### src/rtl/assert_macros.svh
// ----------------------------------------------------------------------------
// assertion helper macros for the rolling hash search block
// clocked, reset-gated wrappers around concurrent assertions
// ----------------------------------------------------------------------------
`ifndef ASSERT_MACROS_SVH
`define ASSERT_MACROS_SVH

// plain property checked on every clock edge outside reset
`define RHSS_ASSERT(lbl, clk, rst_n, prop, msg) \
    lbl: assert property (@(posedge clk) disable iff (!rst_n) (prop)) \
        else $error(msg);

// same-cycle implication
`define RHSS_ASSERT_IMP(lbl, clk, rst_n, ante, cons, msg) \
    lbl: assert property (@(posedge clk) disable iff (!rst_n) (ante) |-> (cons)) \
        else $error(msg);

// next-cycle implication
`define RHSS_ASSERT_NXT(lbl, clk, rst_n, ante, cons, msg) \
    lbl: assert property (@(posedge clk) disable iff (!rst_n) (ante) |=> (cons)) \
        else $error(msg);

`endif

### src/rtl/rhss_pkg.sv
// ----------------------------------------------------------------------------
// rhss_pkg
// shared types, constants and modular helpers for the rolling hash search
// ----------------------------------------------------------------------------
package rhss_pkg;

    localparam int DEF_MAX_PATTERN = 64;
    localparam int DEF_MAX_TEXT    = 65536;

    localparam int HASH_W   = 30;
    localparam int LETTER_W = 5;
    localparam int POS_W    = 16;

    localparam logic [HASH_W-1:0]   HASH_MOD    = 30'd1000000007;
    localparam logic [31:0]         HASH_MOD_X1 = 32'd1000000007;
    localparam logic [31:0]         HASH_MOD_X2 = 32'd2000000014;
    localparam logic [31:0]         HASH_MOD_X3 = 32'd3000000021;
    localparam logic [LETTER_W-1:0] LETTER_TOP  = 5'd25;

    // bits of the outgoing letter value, walked msb first by the multiplier
    localparam int MUL_STEPS = LETTER_W;
    localparam int MUL_CNT_W = 3;
    localparam logic [MUL_CNT_W-1:0] MUL_LAST = 3'(MUL_STEPS - 1);

    typedef enum logic [1:0] {
        OP_CLEAR   = 2'd0,
        OP_PATTERN = 2'd1,
        OP_TEXT    = 2'd2
    } t_op;

    typedef enum logic [3:0] {
        S_IDLE,
        S_CLEAR,
        S_PAT,
        S_READ,
        S_MUL,
        S_SUB,
        S_ROLL,
        S_CHECK,
        S_EMIT
    } t_state;

    typedef struct packed {
        logic latch;
        logic clear;
        logic pat_step;
        logic mem_read;
        logic mul_step;
        logic sub;
        logic roll;
        logic check;
        logic load_out;
    } t_dp_cmd;

    typedef struct packed {
        logic text_open;
        logic drop_needed;
        logic mul_last;
    } t_dp_status;

    // reduce a value below four times the modulus
    function automatic logic [HASH_W-1:0] mod_reduce(input logic [31:0] x);
        logic [31:0] r;
        if (x >= HASH_MOD_X3) begin
            r = x - HASH_MOD_X3;
        end else if (x >= HASH_MOD_X2) begin
            r = x - HASH_MOD_X2;
        end else if (x >= HASH_MOD_X1) begin
            r = x - HASH_MOD_X1;
        end else begin
            r = x;
        end
        return r[HASH_W-1:0];
    endfunction

    // 3*h + v, then reduced; h below the modulus and v at most 26
    function automatic logic [HASH_W-1:0] mul3_add(input logic [HASH_W-1:0] h,
                                                  input logic [LETTER_W-1:0] v);
        logic [31:0] s;
        s = (32'(h) << 1) + 32'(h) + 32'(v);
        return mod_reduce(s);
    endfunction

endpackage

### src/rtl/rhss_ctrl.sv
// ----------------------------------------------------------------------------
// rhss_ctrl
// sequencer for the rolling hash search: steps one item through the datapath
// and owns both channel handshakes
// ----------------------------------------------------------------------------
`include "assert_macros.svh"

module rhss_ctrl import rhss_pkg::*; (
    input  logic       i_clk,
    input  logic       i_rst_n,
    input  logic       i_in_valid,
    output logic       o_in_stall,
    input  logic [1:0] i_op,
    output logic       o_out_valid,
    input  logic       i_out_stall,
    input  t_dp_status i_status,
    output t_dp_cmd    o_cmd
);

    t_state r_state;
    t_state n_state;
    logic   r_out_valid;
    logic   n_out_valid;
    logic   in_xfer;
    logic   out_free;

    assign in_xfer  = i_in_valid && (r_state == S_IDLE);
    assign out_free = !r_out_valid || !i_out_stall;

    // next state
    always_comb begin
        n_state = r_state;
        case (r_state)
            S_IDLE: begin
                if (in_xfer) begin
                    case (i_op)
                        OP_CLEAR:   n_state = S_CLEAR;
                        OP_PATTERN: n_state = S_PAT;
                        OP_TEXT: begin
                            if (!i_status.text_open) begin
                                n_state = S_EMIT;
                            end else if (i_status.drop_needed) begin
                                n_state = S_READ;
                            end else begin
                                n_state = S_ROLL;
                            end
                        end
                        default:    n_state = S_EMIT;
                    endcase
                end
            end
            S_CLEAR: n_state = S_EMIT;
            S_PAT:   n_state = S_EMIT;
            S_READ:  n_state = S_MUL;
            S_MUL: begin
                if (i_status.mul_last) begin
                    n_state = S_SUB;
                end
            end
            S_SUB:   n_state = S_ROLL;
            S_ROLL:  n_state = S_CHECK;
            S_CHECK: n_state = S_EMIT;
            S_EMIT: begin
                if (out_free) begin
                    n_state = S_IDLE;
                end
            end
            default: n_state = S_IDLE;
        endcase
    end

    // outputs
    always_comb begin
        o_cmd          = '0;
        o_cmd.latch    = in_xfer;
        o_cmd.clear    = (r_state == S_CLEAR);
        o_cmd.pat_step = (r_state == S_PAT);
        o_cmd.mem_read = (r_state == S_READ);
        o_cmd.mul_step = (r_state == S_MUL);
        o_cmd.sub      = (r_state == S_SUB);
        o_cmd.roll     = (r_state == S_ROLL);
        o_cmd.check    = (r_state == S_CHECK);
        o_cmd.load_out = (r_state == S_EMIT) && out_free;
    end

    always_comb begin
        if (o_cmd.load_out) begin
            n_out_valid = 1'b1;
        end else if (!i_out_stall) begin
            n_out_valid = 1'b0;
        end else begin
            n_out_valid = r_out_valid;
        end
    end

    always_ff @(posedge i_clk) begin
        if (!i_rst_n) begin
            r_state     <= S_IDLE;
            r_out_valid <= 1'b0;
        end else begin
            r_state     <= n_state;
            r_out_valid <= n_out_valid;
        end
    end

    assign o_in_stall  = (r_state != S_IDLE);
    assign o_out_valid = r_out_valid;

    `RHSS_ASSERT_NXT(a_emit_lands, i_clk, i_rst_n, (r_state == S_EMIT) && out_free, r_out_valid && (r_state == S_IDLE), "result not presented after emit")
    `RHSS_ASSERT_NXT(a_read_to_mul, i_clk, i_rst_n, r_state == S_READ, r_state == S_MUL, "read not followed by multiply")
    `RHSS_ASSERT_IMP(a_no_overwrite, i_clk, i_rst_n, o_cmd.load_out && r_out_valid, !i_out_stall, "pending result overwritten")

endmodule

### src/rtl/rhss_dp.sv
// ----------------------------------------------------------------------------
// rhss_dp
// hash datapath: pattern hash and power, rolling window hash with an
// iterative multiply-mod for the outgoing letter, letter store, match tracking
// ----------------------------------------------------------------------------
`include "assert_macros.svh"

module rhss_dp import rhss_pkg::*; #(
    parameter int MAX_PATTERN = DEF_MAX_PATTERN,
    parameter int MAX_TEXT    = DEF_MAX_TEXT
) (
    input  logic                i_clk,
    input  logic                i_rst_n,
    input  logic [LETTER_W-1:0] i_letter,
    input  t_dp_cmd             i_cmd,
    output t_dp_status          o_status,
    output logic [HASH_W-1:0]   o_window_hash,
    output logic                o_is_match,
    output logic [POS_W-1:0]    o_match_start,
    output logic                o_first_found,
    output logic [POS_W-1:0]    o_first_position
);

    localparam int LW = $clog2(MAX_PATTERN + 1);
    localparam int TW = $clog2(MAX_TEXT + 1);
    localparam int PW = (MAX_PATTERN > 1) ? $clog2(MAX_PATTERN) : 1;
    localparam int CW = (LW > TW) ? LW : TW;

    logic [HASH_W-1:0]   r_pattern_hash,   n_pattern_hash;
    logic [LW-1:0]       r_pattern_length, n_pattern_length;
    logic [HASH_W-1:0]   r_top_power,      n_top_power;
    logic [HASH_W-1:0]   r_window_hash,    n_window_hash;
    logic [TW-1:0]       r_text_count,     n_text_count;
    logic [PW-1:0]       r_wr_ptr,         n_wr_ptr;
    logic                r_found,          n_found;
    logic [POS_W-1:0]    r_first_start,    n_first_start;
    logic                r_match,          n_match;
    logic [POS_W-1:0]    r_start,          n_start;
    logic [LETTER_W-1:0] r_letter;
    logic [LETTER_W-1:0] r_rd_data;
    logic [HASH_W-1:0]   r_acc;
    logic [MUL_CNT_W-1:0] r_mul_cnt;

    logic [LETTER_W-1:0] mem [MAX_PATTERN];

    logic [CW-1:0]       tc_ext;
    logic [CW-1:0]       len_ext;
    logic                pat_open;
    logic                window_full;
    logic [LW:0]         rd_sum;
    logic [LW:0]         rd_mod;
    logic [PW-1:0]       rd_addr;
    logic [LETTER_W-1:0] val;
    logic [LETTER_W-1:0] old_val;
    logic                mul_bit;
    logic [31:0]         mul_sum;
    logic [HASH_W:0]     sub_wrap;
    logic [HASH_W-1:0]   sub_res;
    logic [CW-1:0]       start_diff;
    logic [CW+POS_W-1:0] start_ext;

    assign tc_ext      = CW'(r_text_count);
    assign len_ext     = CW'(r_pattern_length);
    assign window_full = (r_pattern_length != '0) && (tc_ext >= len_ext);
    assign pat_open    = (r_text_count == '0) && (r_pattern_length < LW'(MAX_PATTERN));

    assign o_status.text_open   = (r_text_count < TW'(MAX_TEXT));
    assign o_status.drop_needed = window_full;
    assign o_status.mul_last    = (r_mul_cnt == MUL_LAST);

    // slot of the letter leaving the window: (wr_ptr - length) mod depth
    assign rd_sum  = (LW+1)'(r_wr_ptr) + (LW+1)'(MAX_PATTERN) - (LW+1)'(r_pattern_length);
    assign rd_mod  = (rd_sum >= (LW+1)'(MAX_PATTERN)) ? rd_sum - (LW+1)'(MAX_PATTERN) : rd_sum;
    assign rd_addr = rd_mod[PW-1:0];

    assign val     = r_letter + 5'd1;
    assign old_val = r_rd_data + 5'd1;

    // shift-add multiply of letter value by top power, msb first, mod each step
    assign mul_bit = old_val[3'(MUL_LAST - r_mul_cnt)];
    assign mul_sum = (32'(r_acc) << 1) + (mul_bit ? 32'(r_top_power) : 32'd0);

    assign sub_wrap = (HASH_W+1)'(r_window_hash) + (HASH_W+1)'(HASH_MOD)
                      - (HASH_W+1)'(r_acc);
    assign sub_res  = (r_window_hash >= r_acc) ? (r_window_hash - r_acc)
                                               : sub_wrap[HASH_W-1:0];

    assign start_diff = tc_ext - len_ext;
    assign start_ext  = {{POS_W{1'b0}}, start_diff};

    always_comb begin
        n_pattern_hash   = r_pattern_hash;
        n_pattern_length = r_pattern_length;
        n_top_power      = r_top_power;
        n_window_hash    = r_window_hash;
        n_text_count     = r_text_count;
        n_wr_ptr         = r_wr_ptr;
        n_found          = r_found;
        n_first_start    = r_first_start;
        n_match          = r_match;
        n_start          = r_start;
        if (i_cmd.latch) begin
            n_match = 1'b0;
            n_start = '0;
        end
        if (i_cmd.clear) begin
            n_pattern_hash   = '0;
            n_pattern_length = '0;
            n_top_power      = HASH_W'(1);
            n_window_hash    = '0;
            n_text_count     = '0;
            n_wr_ptr         = '0;
            n_found          = 1'b0;
            n_first_start    = '0;
        end
        if (i_cmd.pat_step && pat_open) begin
            if (r_pattern_length != '0) begin
                n_top_power = mul3_add(r_top_power, '0);
            end
            n_pattern_hash   = mul3_add(r_pattern_hash, val);
            n_pattern_length = r_pattern_length + LW'(1);
        end
        if (i_cmd.sub) begin
            n_window_hash = sub_res;
        end
        if (i_cmd.roll) begin
            n_window_hash = mul3_add(r_window_hash, val);
            n_text_count  = r_text_count + TW'(1);
            n_wr_ptr      = (r_wr_ptr == PW'(MAX_PATTERN - 1)) ? '0 : r_wr_ptr + PW'(1);
        end
        if (i_cmd.check && window_full) begin
            n_start = start_ext[POS_W-1:0];
            if (r_window_hash == r_pattern_hash) begin
                n_match = 1'b1;
                if (!r_found) begin
                    n_found       = 1'b1;
                    n_first_start = start_ext[POS_W-1:0];
                end
            end
        end
    end

    always_ff @(posedge i_clk) begin
        if (!i_rst_n) begin
            r_pattern_hash   <= '0;
            r_pattern_length <= '0;
            r_top_power      <= HASH_W'(1);
            r_window_hash    <= '0;
            r_text_count     <= '0;
            r_wr_ptr         <= '0;
            r_found          <= 1'b0;
            r_first_start    <= '0;
            r_match          <= 1'b0;
            r_start          <= '0;
        end else begin
            r_pattern_hash   <= n_pattern_hash;
            r_pattern_length <= n_pattern_length;
            r_top_power      <= n_top_power;
            r_window_hash    <= n_window_hash;
            r_text_count     <= n_text_count;
            r_wr_ptr         <= n_wr_ptr;
            r_found          <= n_found;
            r_first_start    <= n_first_start;
            r_match          <= n_match;
            r_start          <= n_start;
        end
    end

    // letter clamp, multiplier and output payload
    always_ff @(posedge i_clk) begin
        if (i_cmd.latch) begin
            r_letter <= (i_letter > LETTER_TOP) ? LETTER_TOP : i_letter;
        end
        if (i_cmd.mem_read) begin
            r_acc     <= '0;
            r_mul_cnt <= '0;
        end else if (i_cmd.mul_step) begin
            r_acc     <= mod_reduce(mul_sum);
            r_mul_cnt <= r_mul_cnt + MUL_CNT_W'(1);
        end
        if (i_cmd.load_out) begin
            o_window_hash    <= r_window_hash;
            o_is_match       <= r_match;
            o_match_start    <= r_start;
            o_first_found    <= r_found;
            o_first_position <= r_first_start;
        end
    end

    // recent text letter store
    always_ff @(posedge i_clk) begin
        if (i_cmd.roll) begin
            mem[r_wr_ptr] <= r_letter;
        end
        if (i_cmd.mem_read) begin
            r_rd_data <= mem[rd_addr];
        end
    end

    `RHSS_ASSERT(a_window_in_range, i_clk, i_rst_n, r_window_hash < HASH_MOD, "window hash not reduced")
    `RHSS_ASSERT(a_power_in_range, i_clk, i_rst_n, (r_top_power < HASH_MOD) && (r_top_power != '0), "top power out of range")
    `RHSS_ASSERT_IMP(a_found_needs_window, i_clk, i_rst_n, r_found, (r_pattern_length != '0) && (tc_ext >= len_ext), "match flagged without a full window")

endmodule

### src/rtl/rolling_hash_substring_search_unit.sv
// ----------------------------------------------------------------------------
// rolling_hash_substring_search_unit
// rolling hash substring search over lower-case letters, base 3, mod 1e9+7
// ----------------------------------------------------------------------------
// input channel: i_in_valid / o_in_stall carry an op (clear, pattern letter,
// text letter) and a letter index; a transfer happens when valid is high and
// stall is low. every input transfer yields exactly one result on the output
// channel o_out_valid / i_out_stall: window hash, match flag and start, and
// the first match position since the last clear.
// one item is taken at a time, in idle. a clear or pattern letter passes
// through its own state before emit; an unused op or a text letter past the
// text limit goes straight to emit; a text letter runs roll and check, and once
// the window is full it first reads the outgoing letter, forms that letter's
// term with a 5-step shift-add multiply-mod and subtracts it from the hash.
// the output register holds a finished result while the receiver stalls; the
// next item is still taken and runs until its own result is ready to load.
// reset (synchronous, active low) clears the search state; the letter store
// is not cleared and needs no clearing pass.
// ----------------------------------------------------------------------------
module rolling_hash_substring_search_unit import rhss_pkg::*; #(
    parameter int MAX_PATTERN = DEF_MAX_PATTERN,
    parameter int MAX_TEXT    = DEF_MAX_TEXT
) (
    input  logic                i_clk,
    input  logic                i_rst_n,
    input  logic                i_in_valid,
    output logic                o_in_stall,
    input  logic [1:0]          i_op,
    input  logic [LETTER_W-1:0] i_letter,
    output logic                o_out_valid,
    input  logic                i_out_stall,
    output logic [HASH_W-1:0]   o_window_hash,
    output logic                o_is_match,
    output logic [POS_W-1:0]    o_match_start,
    output logic                o_first_found,
    output logic [POS_W-1:0]    o_first_position
);

    t_dp_cmd    cmd;
    t_dp_status status;

    rhss_ctrl u_ctrl (
        .i_clk       (i_clk),
        .i_rst_n     (i_rst_n),
        .i_in_valid  (i_in_valid),
        .o_in_stall  (o_in_stall),
        .i_op        (i_op),
        .o_out_valid (o_out_valid),
        .i_out_stall (i_out_stall),
        .i_status    (status),
        .o_cmd       (cmd)
    );

    rhss_dp #(
        .MAX_PATTERN (MAX_PATTERN),
        .MAX_TEXT    (MAX_TEXT)
    ) u_dp (
        .i_clk            (i_clk),
        .i_rst_n          (i_rst_n),
        .i_letter         (i_letter),
        .i_cmd            (cmd),
        .o_status         (status),
        .o_window_hash    (o_window_hash),
        .o_is_match       (o_is_match),
        .o_match_start    (o_match_start),
        .o_first_found    (o_first_found),
        .o_first_position (o_first_position)
    );

endmodule
### config.mk
export PLATFORM = sky130hd
export DESIGN_NAME = rolling_hash_substring_search_unit
export DESIGN_NICKNAME = d
export VERILOG_FILES = /design/src/rtl/rhss_pkg.sv /design/src/rtl/rhss_ctrl.sv /design/src/rtl/rhss_dp.sv /design/src/rtl/rolling_hash_substring_search_unit.sv
export VERILOG_INCLUDE_DIRS = /design/src /design/src/rtl
export SDC_FILE = /design/constraint.sdc
export NUM_CORES = 2
export LEC_CHECK = 0
export BUFFER_PORTS_ARGS = -buffer_cell sky130_fd_sc_hd__buf_2
export CAP_MARGIN = 20
export CORE_AREA = 3 3 265 267
export CTS_CLUSTER_DIAMETER = 30
export DETAILED_ROUTE_END_ITERATION = 6
export DIE_AREA = 0 0 268 270
export PLACE_DENSITY = 0.82
export SLEW_MARGIN = 30
export SYNTH_ARGS = -nofsm -noshare
export SYNTH_HDL_FRONTEND = slang
export SYNTH_SLANG_ARGS = --single-unit
### constraint.sdc
create_clock -name i_clk -period 8.5 [get_ports i_clk]
set_clock_uncertainty 0.15 [all_clocks]
set_input_delay 0.425 -clock i_clk [delete_from_list [all_inputs] [get_ports i_clk]]
set_output_delay 0.425 -clock i_clk [all_outputs]
set_load 0.03 [all_outputs]
# [Word-level counts from Yosys, hierarchy flattened]
# Memory sizes are Yosys's and may differ from the RTL's. A register that Yosys moved wholly into a read port is not among the register bits.
# Cells that the tools add are included.
[totals] ram_bits=320 reg_bits=261 in_bits=11 rom_bits=0 latch_bits=0 mem_count=1 output_inout_bits=66
[memory_table] memory="u_dp.mem" depth=64 width=5 rd=1 rd_ports_with_merged_regs=1 wr=1 line="rhss_dp.sv:44" source="logic [LETTER_W-1:0] mem [MAX_PATTERN];"
[classes] shifts=0 n_div=0 n_lt_le_gt_ge=19 n_bitwise=0 n_eq_ne=17 mul=0 muxes=55 reduce_logical=20 n_addsub=32
[ops] op="30-bit two-way mux" count=21
[ops] op="30-bit subtractor, second input constant" count=12
[ops] op="31-bit by 30-bit adder with 32-bit output" count=4
[ops] op="32-bit by 30-bit >= comparator with 1-bit output, second input constant" count=4
[ops] op="32-bit by 31-bit >= comparator with 1-bit output, second input constant" count=4
[ops] op="32-bit >= comparator, second input constant" count=4
[ops] op="16-bit two-way mux" count=6
[ops] op="32-bit by 5-bit adder with 32-bit output" count=2
[ops] op="30-bit subtractor" count=2
[ops] op="17-bit two-way mux" count=2
[ops] op="30-bit adder, second input constant" count=1
[ops] op="30-bit equality test" count=1
[ops] op="30-bit >= comparator" count=1
[ops] op="4-bit one-hot mux with 7 select lines" count=1
[ops] op="6-bit two-way mux" count=4
[ops] op="17-bit by 1-bit adder with 17-bit output, second input constant" count=1
[ops] op="17-bit by 7-bit >= comparator with 1-bit output" count=1
[ops] op="17-bit zero test" count=1
[ops] op="17-bit < comparator, second input constant" count=1
[ops] op="4-bit by 3-bit equality test with 1-bit output, second input constant" count=4
[ops] op="4-bit two-way mux" count=4
[ops] op="16-bit by 7-bit subtractor with 16-bit output" count=1
[ops] op="7-bit two-way mux" count=2
[ops] op="1-bit two-way mux" count=12
[ops] op="34 further kinds" count=47

# [Logic depth before layout (Yosys ltp)]
[logic_depth] depth_word=9 depth_mapped=27

# [By module]
# Synthesis repeated with hierarchy kept, for this count alone.
[unflattened] hier_cells=4568 area_unflattened_um2=43196.4
[modules_own_cells] module="rhss_dp" area_per_inst_um2=42782.3 instances=1 cells_per_inst=4513 seq_area_each_um2=15574.9
[modules_own_cells] module="rhss_ctrl" area_per_inst_um2=414.1 instances=1 cells_per_inst=55 seq_area_each_um2=100.1

# [Least setup slack after synthesis]
# OpenSTA, ideal clock, no wires.
[synth_timing] path_type="reg2reg" from="register u_dp.r_letter[0]" to="register u_dp.r_pattern_hash[29]" synth_period_minus_slack_ns=6.561 stages_incl_launch_ff=23 arrival_time_ns=6.284 path_buffers=3 setup_time_ns=0.128 slack_ns=1.939 path_cell_list="edfxtp_1 ha_1 nand3_1 xor2_1 fa_1 inv_1 ha_1 clkbuf_2 o21ai_1 o21ai_2 a2111oi_0 or4_1 buf_2 or4_4 a21oi_1 o2111ai_1 o211a_1 o311a_1 buf_2 or3_1 a311oi_1 xnor2_1 o21ai_1"
[synth_between] elab_chain_len=7 word_cells_on_any_way=12 cone_classes="5 x add/sub; 3 x order compare; 4 x mux"
[synth_rtl] item="from (decl)" line="rhss_dp.sv:39" source="logic [LETTER_W-1:0] r_letter;"
[synth_rtl] item="from (signal assigned)" line="rhss_dp.sv:172" source="r_letter <= (i_letter > LETTER_TOP) ? LETTER_TOP : i_letter;"
[synth_rtl] item="5-bit by 1-bit adder with 5-bit output *" line="rhss_dp.sv:76" source="assign val = r_letter + 5'd1;"
[synth_rtl] item="32-bit by 5-bit adder with 32-bit output *" line="rhss_pkg.sv:80" source="s = (32'(h) << 1) + 32'(h) + 32'(v);"
[synth_rtl] item="30-bit subtractor or 32-bit by 30-bit >= comparator with 1-bit output (tied branches)" line="rhss_pkg.sv:69, rhss_pkg.sv:68"
[synth_rtl] item="30-bit two-way mux" line="rhss_pkg.sv:68" source="end else if (x >= HASH_MOD_X1) begin"
[synth_rtl] item="30-bit two-way mux" line="rhss_pkg.sv:66" source="end else if (x >= HASH_MOD_X2) begin"
[synth_rtl] item="30-bit two-way mux *" line="rhss_pkg.sv:64" source="if (x >= HASH_MOD_X3) begin"
[synth_rtl] item="30-bit two-way mux *" line="rhss_dp.sv:116" source="if (i_cmd.pat_step && pat_open) begin"
[synth_rtl] item="to (signal assigned)" line="rhss_dp.sv:156" source="r_pattern_hash <= n_pattern_hash;"
[synth_rtl] item="to (decl)" line="rhss_dp.sv:29" source="logic [HASH_W-1:0] r_pattern_hash, n_pattern_hash;"
# Every way passes the cells marked *; elsewhere a longest branch is shown, timed or not.
# A chain may end at the register's enable or synchronous reset.

# [Worst setup path in the final report]
[layout_timing] from="register u_dp.r_letter[0]" to="register u_dp.r_window_hash[22]"
[layout_between] elab_chain_len=7 word_cells_on_any_way=12 cone_classes="5 x add/sub; 3 x order compare; 4 x mux"
[layout_rtl] item="5-bit by 1-bit adder with 5-bit output *" line="rhss_dp.sv:76"
[layout_rtl] item="32-bit by 5-bit adder with 32-bit output *" line="rhss_pkg.sv:80"
[layout_rtl] item="30-bit subtractor or 32-bit by 30-bit >= comparator with 1-bit output (tied branches)" line="rhss_pkg.sv:69, rhss_pkg.sv:68"
[layout_rtl] item="30-bit two-way mux" line="rhss_pkg.sv:68"
[layout_rtl] item="30-bit two-way mux" line="rhss_pkg.sv:66"
[layout_rtl] item="30-bit two-way mux *" line="rhss_pkg.sv:64"
[layout_rtl] item="30-bit two-way mux *" line="rhss_dp.sv:126" source="if (i_cmd.roll) begin"
[layout_rtl] item="to (signal assigned)" line="rhss_dp.sv:159" source="r_window_hash <= n_window_hash;"
[layout_rtl] item="to (decl)" line="rhss_dp.sv:32" source="logic [HASH_W-1:0] r_window_hash, n_window_hash;"
# Marks and branches as above.

==> run_results.csv <==
group,metric,value,unit
status,status,"finished with violations",
status,violations,"design-rule violations",
cts,cts.sinks,586,
worst_setup_path,crit_path_start_kind,"register",
floorplanning,die_x,268,um
global_route,grt_pass1_vias,38100,
pwr,power.internal,8.21,mW
worst_hold_path,hold_class,"in -> reg",
placed_design,pre_cts_slack,1.42,ns
route,ant_nets,0,
worst_setup_path,critical_path.max_stage_delay,0.68,ns
pwr,power_leakage,19.0,nW
route,viasPerCell,6.89,
cts,cts_buffer_depth,3,
floorplanning,std_cell_rows,96,
worst_setup_path,worstPathArrival,7.63,ns
logic_synthesis,netlist_area,44000,um2
logic_synthesis,ys.flop_type,"edfxtp_1",
worst_setup_path,crit_type,"reg -> reg",
cts,cts_resized,0,
timing,fin_crit,7.29,ns
logic_synthesis,yosysSeqAreaShare,0.357,
worst_setup_path,path_buf_inv,2,
cells_and_area,final_cell_mix,"nand2_1 (441), nor2_1 (433), edfxtp_1 (394), a21oi_1 (378), ha_1 (289)",
logic_synthesis,postSynthCellCount,4844,
cts,worstSkewPairLatency,0.71,ns
route,drc,32,
logic_synthesis,async_flop_share,0,
cells_and_area,layout.nets,5188,
cts,htree_levels,3,
global_route,track_usage,0.378,
worst_setup_path,crit_family,"simple AND/OR/NAND/NOR gates",
timing,worst_slew_pin_slew,1.03,ns
logic_synthesis,synth_edf_count,394,
worst_setup_path,timing.critical_path.cells,"buf_4 -> nand3_1 -> xor2_1 -> fa_1 -> inv_1 -> ha_1 -> o21ai_1 -> o211ai_1 -> a211oi_1 -> nor4_1 -> nor3_1 -> nor4b_2 -> o311a_1 -> o2111ai_1 -> nand2_1 -> nand2_1 -> o311a_1 -> a31oi_1 -> xnor2_1 -> o211ai_1",
job,cap_violations,0,
placed_design,place_hpwl,96600,um
timing,finalCritPeriodShare,0.857,
floorplanning,die_area,72400,um2
cts,cts_buffers,108,
worst_setup_path,cp_slowest_cell,"nor3_1",
pwr,combPwrFrac,0.411,
worst_setup_path,required,8.85,ns
cts,post_cts_buffers,0,
timing,finalSetupViolCount,0,
cts,clk_pin_slew,0.04,ns
timing,max_clock_freq,0.137,GHz
worst_setup_path,worst-path-max-fanout,66,
global_route,grt_max_degree,81,
worst_hold_path,holdPathEnd,"u_dp.r_letter[1]",
floorplanning,start_util,0.643,
route,wl_per_cell,23.9,um
cts,clockRootBuffer,"clkbuf_16",
timing,slew_headroom,0.312,
logic_synthesis,yosys.area.top_type,"edfxtp_1",
pwr,switching_share,0.404,
global_route,antenna_found_initial,3,
global_route,overflow,0,
route,drt_iter0_drc,4865,
worst_setup_path,reg2reg_depth,20,
logic_synthesis,synth_area_per_cell,9.07,um2
route,drtPass1Iterations,7,
logic_synthesis,syn-num-nets,5176,
floorplanning,io_pins,77,
cells_and_area,final_common_cell,"nand2_1",
pwr,power.switching,5.55,mW
timing,hold_viol_final,0,
placed_design,routabilityCongestion,0.995,
timing,finalWorstSetupSlack,1.21,ns
route,wirelength,140000,um
cells_and_area,drive_gt1_frac,0.110,
floorplanning,fp.coreArea,68300,um2
pwr,power.share.clock,0.325,
cells_and_area,final_util,0.718,
logic_synthesis,synth.distinct_cells,92,
timing,rsz0062_at_grt,"false",
route,routed-via-count,40200,
worst_setup_path,rr_endpoint,"u_dp.r_window_hash[22]",
worst_setup_path,crit-reg2reg-launch,"u_dp.r_letter[0]",
global_route,grt_pass1_wl,217000,um
cells_and_area,area_growth,11.6,%
worst_hold_path,whs_path_depth,2,
pwr,p_seq_frac,0.264,
timing,drv_slew,0,
cells_and_area,nFillCells,4917,
cts,ctsHoldBuffers,5,
timing,tns,0,ns
pwr,ir_worst_vdd,0.247,mV
logic_synthesis,ys_ff_latch,586,
worst_setup_path,rrSetupSlack,1.21,ns
logic_synthesis,synth_top_area_share,0.269,
placed_design,io_buffers,76,
pwr,p_per_area,280,nW/um2
worst_hold_path,min_from,"i_letter[1]",
logic_synthesis,yosysWarningCount,0,
logic_synthesis,synth.area.top_cells,"edfxtp_1 (27%), dfxtp_1 (8.7%), ha_1 (8.3%)",
floorplanning,dieHeight,270,um
worst_setup_path,worst_setup_path_end_kind,"register",
cts,cts_tree,"done",
-- per-layer routing --
layer  track usage  share of wire
met5             0        0.00012
met4         0.219          0.069
met3        0.0634          0.088
met2         0.607           0.46
met1         0.483           0.38
-- cells in the mapped netlist, drive strengths merged, types with 61 or more instances --
| master | number |
|---|---|
| nand3 | 152 |
| ha | 290 |
| o211ai | 61 |
| and3 | 78 |
| xnor2 | 187 |
| nand2 | 441 |
| a211oi | 71 |
| nor2 | 436 |
| o21ai | 353 |
| mux4 | 100 |
| inv | 213 |
| clkbuf | 217 |
| edfxtp | 394 |
| dfxtp | 192 |
| xor2 | 110 |
| nor3 | 99 |
| a21o | 82 |
| a21oi | 381 |
| a31oi | 70 |
-- flip-flops by register name, summed over array words and instances, names as in the netlist, 3 cells and up --
signal and cells:
u_dp.r_mul_cnt 3, u_dp.mem 320, u_dp.r_first_start 16, u_ctrl.r_state 4, u_dp.o_window_hash 30, u_dp.r_window_hash 30
u_dp.r_pattern_length 7, u_dp.r_text_count 17, u_dp.r_letter 5, u_dp.r_pattern_hash 30, u_dp.r_rd_data 5, u_dp.r_top_power 30
u_dp.r_acc 30, u_dp.r_wr_ptr 6, u_dp.o_first_position 16, u_dp.o_match_start 16, u_dp.r_start 16
-- through the flow --
stage | cells | hold WS (ns) | area [um2] | total power [mW]
2_1_floorplan | 4844 | 0.258 | 44000 | 7.63
3_3_place_gp | 5623 | 0.261 | 45100 | 9.02
3_5_place_dp | 5623 | 0.266 | 45100 | 9.11
4_1_cts | 5833 | 0.0201 | 49000 | 13.6
5_1_grt | 5833 | 0.0422 | 49100 | 14.4
6_report | 5836 | 0.0459 | 49100 | 13.8
-- worst register-to-register path: cells and delay by family (launching register included) --
family / cells / cell delay [ns]
simple gates: 6 / 2.50
compound gates: 8 / 2.27
fa+ha+maj: 2 / 0.87
buf+inv: 2 / 0.64
xor+xnor: 2 / 0.36
flops: 1 / 0.34
-- area by class of cell --
type	count	area (um2)	share of cell area
clock inverter	87	1070	0.0218
antenna	3	7.51	0.000153
tap	882	1100	0.0225
clock buffer	118	2800	0.0571
timing repair buffer	152	967	0.0197
inverter	213	800	0.0163
sequential	586	15700	0.319
multi-input combinational	3795	26600	0.543
-- how the worst max path moves through the flow --
| stage | startpoint | to | slack [ns] | cells after the start |
|---|---|---|---|---|
| after floorplan | u_dp.r_letter[0] | u_dp.r_pattern_hash[29] | 1.94 | 22 |
| after global placement | u_dp.r_letter[0] | u_dp.r_window_hash[22] | 1.58 | 20 |
| after detailed placement | u_dp.r_letter[0] | u_dp.r_window_hash[22] | 1.42 | 20 |
| after CTS | u_dp.r_letter[0] | u_dp.r_window_hash[22] | 1.34 | 20 |
| after global routing | u_dp.r_letter[0] | u_dp.r_window_hash[7] | 0.78 | 20 |
| final | u_dp.r_letter[0] | u_dp.r_window_hash[22] | 1.21 | 20 |
-- logic make-up after synthesis --
| logic type | after synthesis | synth area share |
|---|---|---|
| flip-flops | 586 | 0.357 |
| adder cells (fa/ha/maj) | 321 | 0.0967 |
| multiplexers | 159 | 0.0653 |
| buffers and inverters | 463 | 0.0400 |
| AO/OA/AOI/OAI | 1446 | 0.212 |
| AND/OR/NAND/NOR | 1572 | 0.170 |
| XOR/XNOR | 297 | 0.0592 |
-- power groups by stage --
stage,logic [mW],clock network (mW),registers [mW]
5_1_grt,6.14,4.61,3.65
6_report,5.65,4.47,3.64
3_3_place_gp,5.35,0,3.67
3_5_place_dp,5.43,0,3.68
4_1_cts,5.52,4.48,3.62
2_1_floorplan,3.94,0,3.68
No activity file was read; power rests on OpenSTA's default activity.
